$ cat src/sv/vrd_pkg.sv
// shared types, field widths and codes of the voxel run-length decoder
package vrd_pkg;

   localparam int LEN_W      = 16;
   localparam int VAL_W      = 16;
   localparam int RIDX_W     = 15;
   localparam int STATUS_W   = 2;
   localparam int FILL_W     = 16;
   localparam int POS_W      = 7;
   localparam int STRIDE_W   = 11;
   localparam int STEP_W     = 2;
   localparam int LAYER_W    = 6;
   localparam int PROD_W     = POS_W + STRIDE_W + 1;
   localparam int IDX_W      = 21;
   localparam int CSR_IDX_W  = 4;
   localparam int CSR_DATA_W = 11;

   localparam logic [STATUS_W-1:0] STAT_RUN_TAKEN  = 2'd0;
   localparam logic [STATUS_W-1:0] STAT_CHUNK_DONE = 2'd1;
   localparam logic [STATUS_W-1:0] STAT_CORRUPT    = 2'd2;
   localparam logic [STATUS_W-1:0] STAT_READ_DATA  = 2'd3;

   localparam logic [CSR_IDX_W-1:0] REG_MIDDLE_START  = 4'd0;
   localparam logic [CSR_IDX_W-1:0] REG_MIDDLE_STRIDE = 4'd1;
   localparam logic [CSR_IDX_W-1:0] REG_MIDDLE_END    = 4'd2;
   localparam logic [CSR_IDX_W-1:0] REG_MIDDLE_STEP   = 4'd3;
   localparam logic [CSR_IDX_W-1:0] REG_INNER_START   = 4'd4;
   localparam logic [CSR_IDX_W-1:0] REG_INNER_STRIDE  = 4'd5;
   localparam logic [CSR_IDX_W-1:0] REG_INNER_END     = 4'd6;
   localparam logic [CSR_IDX_W-1:0] REG_INNER_STEP    = 4'd7;

   typedef struct packed {
      logic signed [POS_W-1:0]  middle_start;
      logic [STRIDE_W-1:0]      middle_stride;
      logic signed [POS_W-1:0]  middle_end;
      logic signed [STEP_W-1:0] middle_step;
      logic signed [POS_W-1:0]  inner_start;
      logic [STRIDE_W-1:0]      inner_stride;
      logic signed [POS_W-1:0]  inner_end;
      logic signed [STEP_W-1:0] inner_step;
   } cfg_type;

   localparam cfg_type CFG_RST = '{
      middle_start:  7'sd0,
      middle_stride: 11'd32,
      middle_end:    7'sd32,
      middle_step:   2'sd1,
      inner_start:   7'sd0,
      inner_stride:  11'd1,
      inner_end:     7'sd32,
      inner_step:    2'sd1
   };

   typedef struct packed {
      logic restart;
      logic advance;
   } walk_ctl_type;

endpackage

$ cat src/sv/vrd_walk.sv
// traversal position registers and store index computation
module vrd_walk #(
   parameter int EDGE_LENGTH = 32
) (
   input  logic                               clock,
   input  logic                               reset,
   input  vrd_pkg::cfg_type                   cfg,
   input  vrd_pkg::walk_ctl_type              ctl,
   output logic signed [vrd_pkg::IDX_W-1:0]   index
);
   import vrd_pkg::*;

   localparam int LAYER_SIZE = EDGE_LENGTH * EDGE_LENGTH;

   logic [LAYER_W-1:0]       layer_ff, layer_in;
   logic signed [POS_W-1:0]  middle_ff, middle_in;
   logic signed [POS_W-1:0]  inner_ff, inner_in;
   logic signed [POS_W-1:0]  inner_inc, middle_inc;
   logic signed [PROD_W-1:0] prod_mid, prod_inn;
   logic [IDX_W-1:0]         layer_term;

   assign inner_inc  = inner_ff + POS_W'(cfg.inner_step);
   assign middle_inc = middle_ff + POS_W'(cfg.middle_step);

   assign prod_mid   = middle_ff * $signed({1'b0, cfg.middle_stride});
   assign prod_inn   = inner_ff * $signed({1'b0, cfg.inner_stride});
   assign layer_term = IDX_W'(layer_ff) * IDX_W'(LAYER_SIZE);
   assign index      = $signed(layer_term) + IDX_W'(prod_mid) + IDX_W'(prod_inn);

   always_comb begin
      layer_in  = layer_ff;
      middle_in = middle_ff;
      inner_in  = inner_ff;
      if (ctl.restart) begin
         layer_in  = '0;
         middle_in = cfg.middle_start;
         inner_in  = cfg.inner_start;
      end else if (ctl.advance) begin
         inner_in = inner_inc;
         if (inner_inc == cfg.inner_end) begin
            inner_in  = cfg.inner_start;
            middle_in = middle_inc;
            if (middle_inc == cfg.middle_end) begin
               middle_in = cfg.middle_start;
               layer_in  = layer_ff + LAYER_W'(1);
            end
         end
      end
   end

   always_ff @(posedge clock) begin
      if (reset) begin
         layer_ff  <= '0;
         middle_ff <= CFG_RST.middle_start;
         inner_ff  <= CFG_RST.inner_start;
      end else begin
         layer_ff  <= layer_in;
         middle_ff <= middle_in;
         inner_ff  <= inner_in;
      end
   end

endmodule

$ cat config.mk
export PLATFORM = sky130hd
export DESIGN_NAME = vrd_walk
export DESIGN_NICKNAME = d
export VERILOG_FILES = /design/src/sv/vrd_pkg.sv /design/src/sv/vrd_walk.sv
export SDC_FILE = /design/constraint.sdc
export NUM_CORES = 1
export LEC_CHECK = 0
export ABC_AREA = 1
export ABC_CLOCK_PERIOD_IN_PS = 18350
export BUFFER_PORTS_ARGS = -buffer_cell sky130_fd_sc_hd__buf_2
export CAP_MARGIN = 20
export CORE_MARGIN = 2
export CORE_UTILIZATION = 60
export DETAILED_ROUTE_END_ITERATION = 16
export PLACE_DENSITY = 0.81
export SETUP_SLACK_MARGIN = 0.5
export SLEW_MARGIN = 20
export SYNTH_ARGS = -nofsm -noshare
export SYNTH_HDL_FRONTEND = slang
export SYNTH_SLANG_ARGS = --single-unit
export TNS_END_PERCENT = 100
$ cat constraint.sdc
create_clock -name clock -period 18.35 [get_ports clock]
set_input_delay 3.67 -clock clock [delete_from_list [all_inputs] [get_ports clock]]
set_output_delay 3.67 -clock clock [all_outputs]
set_load 0.02 [all_outputs]
-- After elaboration in Yosys (flattened, before gate mapping)
Cells that the tools add are included.
- $add $sub $neg: 5
- multipliers: 2
- equality and inequality tests: 2
- mux-type cells: 7
- reductions and logical operators: 5
- operator list (operator ; count):
    7-bit 2-to-1 mux ; 7
    7-bit by 12-bit multiplier with 19-bit output ; 2
    20-bit by 19-bit adder with 21-bit output ; 1
    17-bit by 19-bit adder with 20-bit output ; 1
    7-bit by 2-bit adder with 7-bit output ; 2
    7-bit == test ; 2
    6-bit by 1-bit adder with 6-bit output, second input constant ; 1
    2-bit nonzero test ; 2
    3-bit AND reduction ; 1
    2-bit AND reduction ; 1
    2-bit OR reduction ; 1
- register bits: 20
- input bits: 58
- output and inout port bits: 21
- logic and storage cells: 24

-- Longest topological paths before layout
- depth after elaboration: 6
- gate-level depth with buffers: 24
- gate-level depth less buffers: 23

-- Least setup slack after synthesis
No wires, ideal clock.
- path kind: input to output
- from: in cfg[12] (netlist bit)
- to: out index[16] (netlist bit)
- data arrival time: 8.565 ns
- required time: 14.680 ns
- setup slack: 6.115 ns
- stages on the path: 17
- buffers on the path: 0
- cell sequence: or2_2 fa_1 inv_1 fa_1 fa_1 fa_1 fa_1 inv_1 fa_1 inv_1 ha_1 a21o_1 a21boi_0 nand3_1 a21boi_0 o21ai_0 xor2_1
- longest elaborated chain between the ends: 2
- ends and longest elaborated chain (item ; line ; RTL):
    from (decl) ; vrd_walk.sv:7 ; input vrd_pkg::cfg_type cfg,
    7-bit by 12-bit multiplier with 19-bit output ; vrd_walk.sv:26 ; assign prod_inn = inner_ff * $signed({1'b0, cfg.inner_stride});
    20-bit by 19-bit adder with 21-bit output ; vrd_walk.sv:28 ; assign index = $signed(layer_term) + IDX_W'(prod_mid) + IDX_W'(prod_inn);
    to (decl) ; vrd_walk.sv:9 ; output logic signed [vrd_pkg::IDX_W-1:0] index
No other way between the ends.

-- Worst setup path after layout
- from: in cfg[9] (netlist bit)
- to: out index[16] (netlist bit)
The elaborated chain is that of the path after synthesis.

==> results.py <==
metrics = {
    "grt": {
        "grt_pass1_vias": 6821,
        "grt_overflow": 0,
        "grt_max_degree": 17,
        "grt_pass1_wl_um": 30520,
        "antenna_found_initial": 0,
        "grt.total_usage_pct": 26.83,
    },
    "power": {
        "switching_share_pct": 58.00,
        "p_per_area_mw_per_mm2": 130.0,
        "comb_power_share_pct": 88.9,
        "p_clk_share_pct": 5.5,
        "p_leak_uw": 0.005366,
        "internal-power_uw": 454.6,
        "p_sw_uw": 627.9,
        "ir_drop_v": 0.0001255,
        "pwr-share-seq_pct": 5.6,
    },
    "setup_path": {
        "start_kind": "primary input",
        "crit_type": "in -> out",
        "crit_arrival_ns": 9.00,
        "endpoint_kind": "primary output",
        "critPathMaxFanout": 7,
        "required_ns": 14.68,
        "max_stage_delay_ns": 0.56,
        "critPathSlowestCell": "fa_1",
        "crit_family": "adder cells",
        "crit_path_frequent_cell": "fa_1",
        "critPathBufInv": 5,
        "crit_chain": "buf_2 -> or2_2 -> fa_1 -> fa_1 -> inv_1 -> fa_1 -> fa_1 -> fa_1 -> inv_1 -> fa_1 -> inv_1 -> ha_1 -> nand2_1 -> o21ai_0 -> nand2_1 -> nand3_1 -> a21boi_0 -> o21ai_0 -> xor2_1 -> buf_2",
    },
    "route": {
        "routed-via-count": 6671,
        "drc": 0,
        "routedWlPerCell_um": 13.29,
        "drt_iter0_markers": 365,
        "drt_wl_total_um": 17340,
        "first_pass_iters": 5,
        "drtAntennaViolNets": 0,
        "vias_per_cell": 5.116,
    },
    "floorplanning": {
        "boundaryPins": 79,
        "die_h_um": 117.4,
        "dieArea_mm2": 0.01378,
        "coreArea_mm2": 0.01257,
        "chipWidth_um": 117.4,
        "start_util_pct": 61.37,
        "std_cell_rows": 41,
    },
    "logic_synthesis": {
        "yosysTopAreaCellShare_pct": 34.00,
        "ys_warn_count": 0,
        "synth-edff-count": 0,
        "ys.flop_type": "dfxtp_1",
        "yosysTopAreaCell": "fa_1",
        "synth_most_common_cell": "inv_1",
        "async_flop_share_pct": 0,
        "synth.avg_cell_area_um2": 7.202,
        "synth_seq_cells": 20,
        "synth_cells": 1071,
        "seq_area_frac_synth_pct": 5.191,
        "synth_area_leaders": "fa_1, inv_1, ha_1",
        "synthTopCellsByCount": "inv_1, nand2_1, fa_1, ha_1",
        "syn-num-nets": 1351,
        "synth.distinct_cells": 32,
        "netlist_area_mm2": 0.007714,
    },
    "cells_and_area": {
        "fillers": 1119,
        "antenna_cells": 0,
        "layout.nets": 1413,
        "multi_input_area_mm2": 0.006020,
        "drive_gt1_share_pct": 8.834,
        "register_area_um2": 400.4,
        "area_growth_pct": 7.916,
        "final_cell_area_mm2": 0.008324,
    },
    "sta": {
        "tns_ns": 0,
        "max_freq_ghz": 0.07895,
        "slew_headroom_pct": 51.63,
        "report.final.slew_viol_count": 0,
        "final.period_utilization_pct": 69.03,
        "min_period_ns": 12.67,
        "rsz0062_at_grt": "false",
        "setup_viol": 0,
        "final-hold-violation-count": 0,
        "clock_skew_ns": 0.004012,
        "worst_slew_pin_slew_ns": 0.7245,
    },
    "cts": {
        "cts_tree": "built",
        "clk_pin_slew_worst_paths_ns": 0.05,
        "post_cts_buffers": 0,
        "cts_made_buffers": 3,
        "clock_latency_ns": 0.25,
        "clock-sinks": 20,
        "cts_resized": 0,
        "cts_max_path_buffers": 2,
        "cts_root_buf": "clkbuf_16",
        "cts_hold_buf": 0,
        "htree_levels": 1,
    },
    "worst_hold_path": {
        "hp-class": "reg -> reg",
    },
    "status": {
        "outcome": "finished, final reports clean",
    },
    "place": {
        "io_buffers": 78,
        "place_congestion": 0.8629,
        "dp_hpwl_um": 14680,
        "dpl-instance-area_mm2": 0.008219,
    },
    "job": {
        "cap_violations": 0,
    },
}
==> through the flow <==
stage,util (%),hold WS (ns),worst slack (ns),cells,power [uW]
2_1_floorplan,-,0.4398,6.115,1071,776.1
3_3_place_gp,65.40,0.4511,5.825,1300,992.5
3_5_place_dp,65.40,0.4626,5.712,1300,1023
4_1_cts,66.23,0.4703,5.704,1304,1085
5_1_grt,66.23,0.4818,5.428,1304,1211
6_report,66.23,0.4688,5.683,1304,1083
==> placed cells by master, fill, tap and decap left out, drive strengths merged, types with 8 or more instances in the layout <==
cell type,count
fa,131
a21oi,33
inv,318
ha,91
nand2,272
nor2,53
nand3,54
o21ai,14
xnor2,9
buf,78
xor2,15
nand3b,11
nand4,8
dfxtp,20
or2,8
==> sequential cells by signal, indices dropped and copies added (netlist names) <==
name and count:
inner_ff 7, layer_ff 6, middle_ff 7
==> power groups by stage <==
stage	combinational (uW)	clock (uW)	sequential, uW
CTS	965	59.9	60.1
floorplan	726	0	50.2
detailed placement	962	0	61.1
global placement	932	0	60.8
global route	1090	61.9	61.5
finish	962	59.8	60.6
==> kinds of logic after synthesis <==
group	after synthesis	synth area share, %
AO/OA/AOI/OAI	56	3.893
AND/OR/NAND/NOR	410	22.66
XOR/XNOR	24	2.725
adder cells (fa/ha/maj)	222	48.76
buffers and inverters	339	16.77
flip-flops	20	5.191
==> layer usage <==
layer	up-vias	track usage (%)	wire length [um]
met5	-	0	0
met2	186	48.90	8763
met3	40	2.772	872
met4	0	7.380	524
li1	3253	-	-
met1	3192	33.87	7175
==> area by class of cell <==
cell class | count | share of cell area (%)
Sequential cell | 20 | 4.810
Clock inverter | 1 | 0.3607
Multi-Input combinational cell | 712 | 72.31
Clock buffer | 3 | 0.9018
Tap cell | 172 | 2.585
Timing Repair Buffer | 78 | 4.690
Inverter | 318 | 14.34
==> worst reg2reg max path: stages (launching register included) <==
cell	delay, ns
dfxtp_1	0.66
ha_1	0.32
fa_1	0.47
xnor2_1	0.17
nand2_1	0.07
nor2_1	0.09
nand3_1	0.10
nor2_1	0.10
nand3_1	0.36
inv_1	0.32
nand2_2	0.13
nand2_1	0.08
a21oi_1	0.07
==> worst paths after layout <==
kind / startpoint / end / slack (ns) / depth (start not counted)
setup reg to reg: middle_ff[0]$_SDFFE_PP0P_ / layer_ff[1]$_SDFFE_PP0P_ / 15.30 / 12
setup / recovery: cfg[9] / index[16] / 5.68 / 20
hold reg to reg: layer_ff[4]$_SDFFE_PP0P_ / layer_ff[4]$_SDFFE_PP0P_ / 0.47 / 2
hold / removal: layer_ff[4]$_SDFFE_PP0P_ / layer_ff[4]$_SDFFE_PP0P_ / 0.47 / 2
Power figures use the tool's default switching activity.
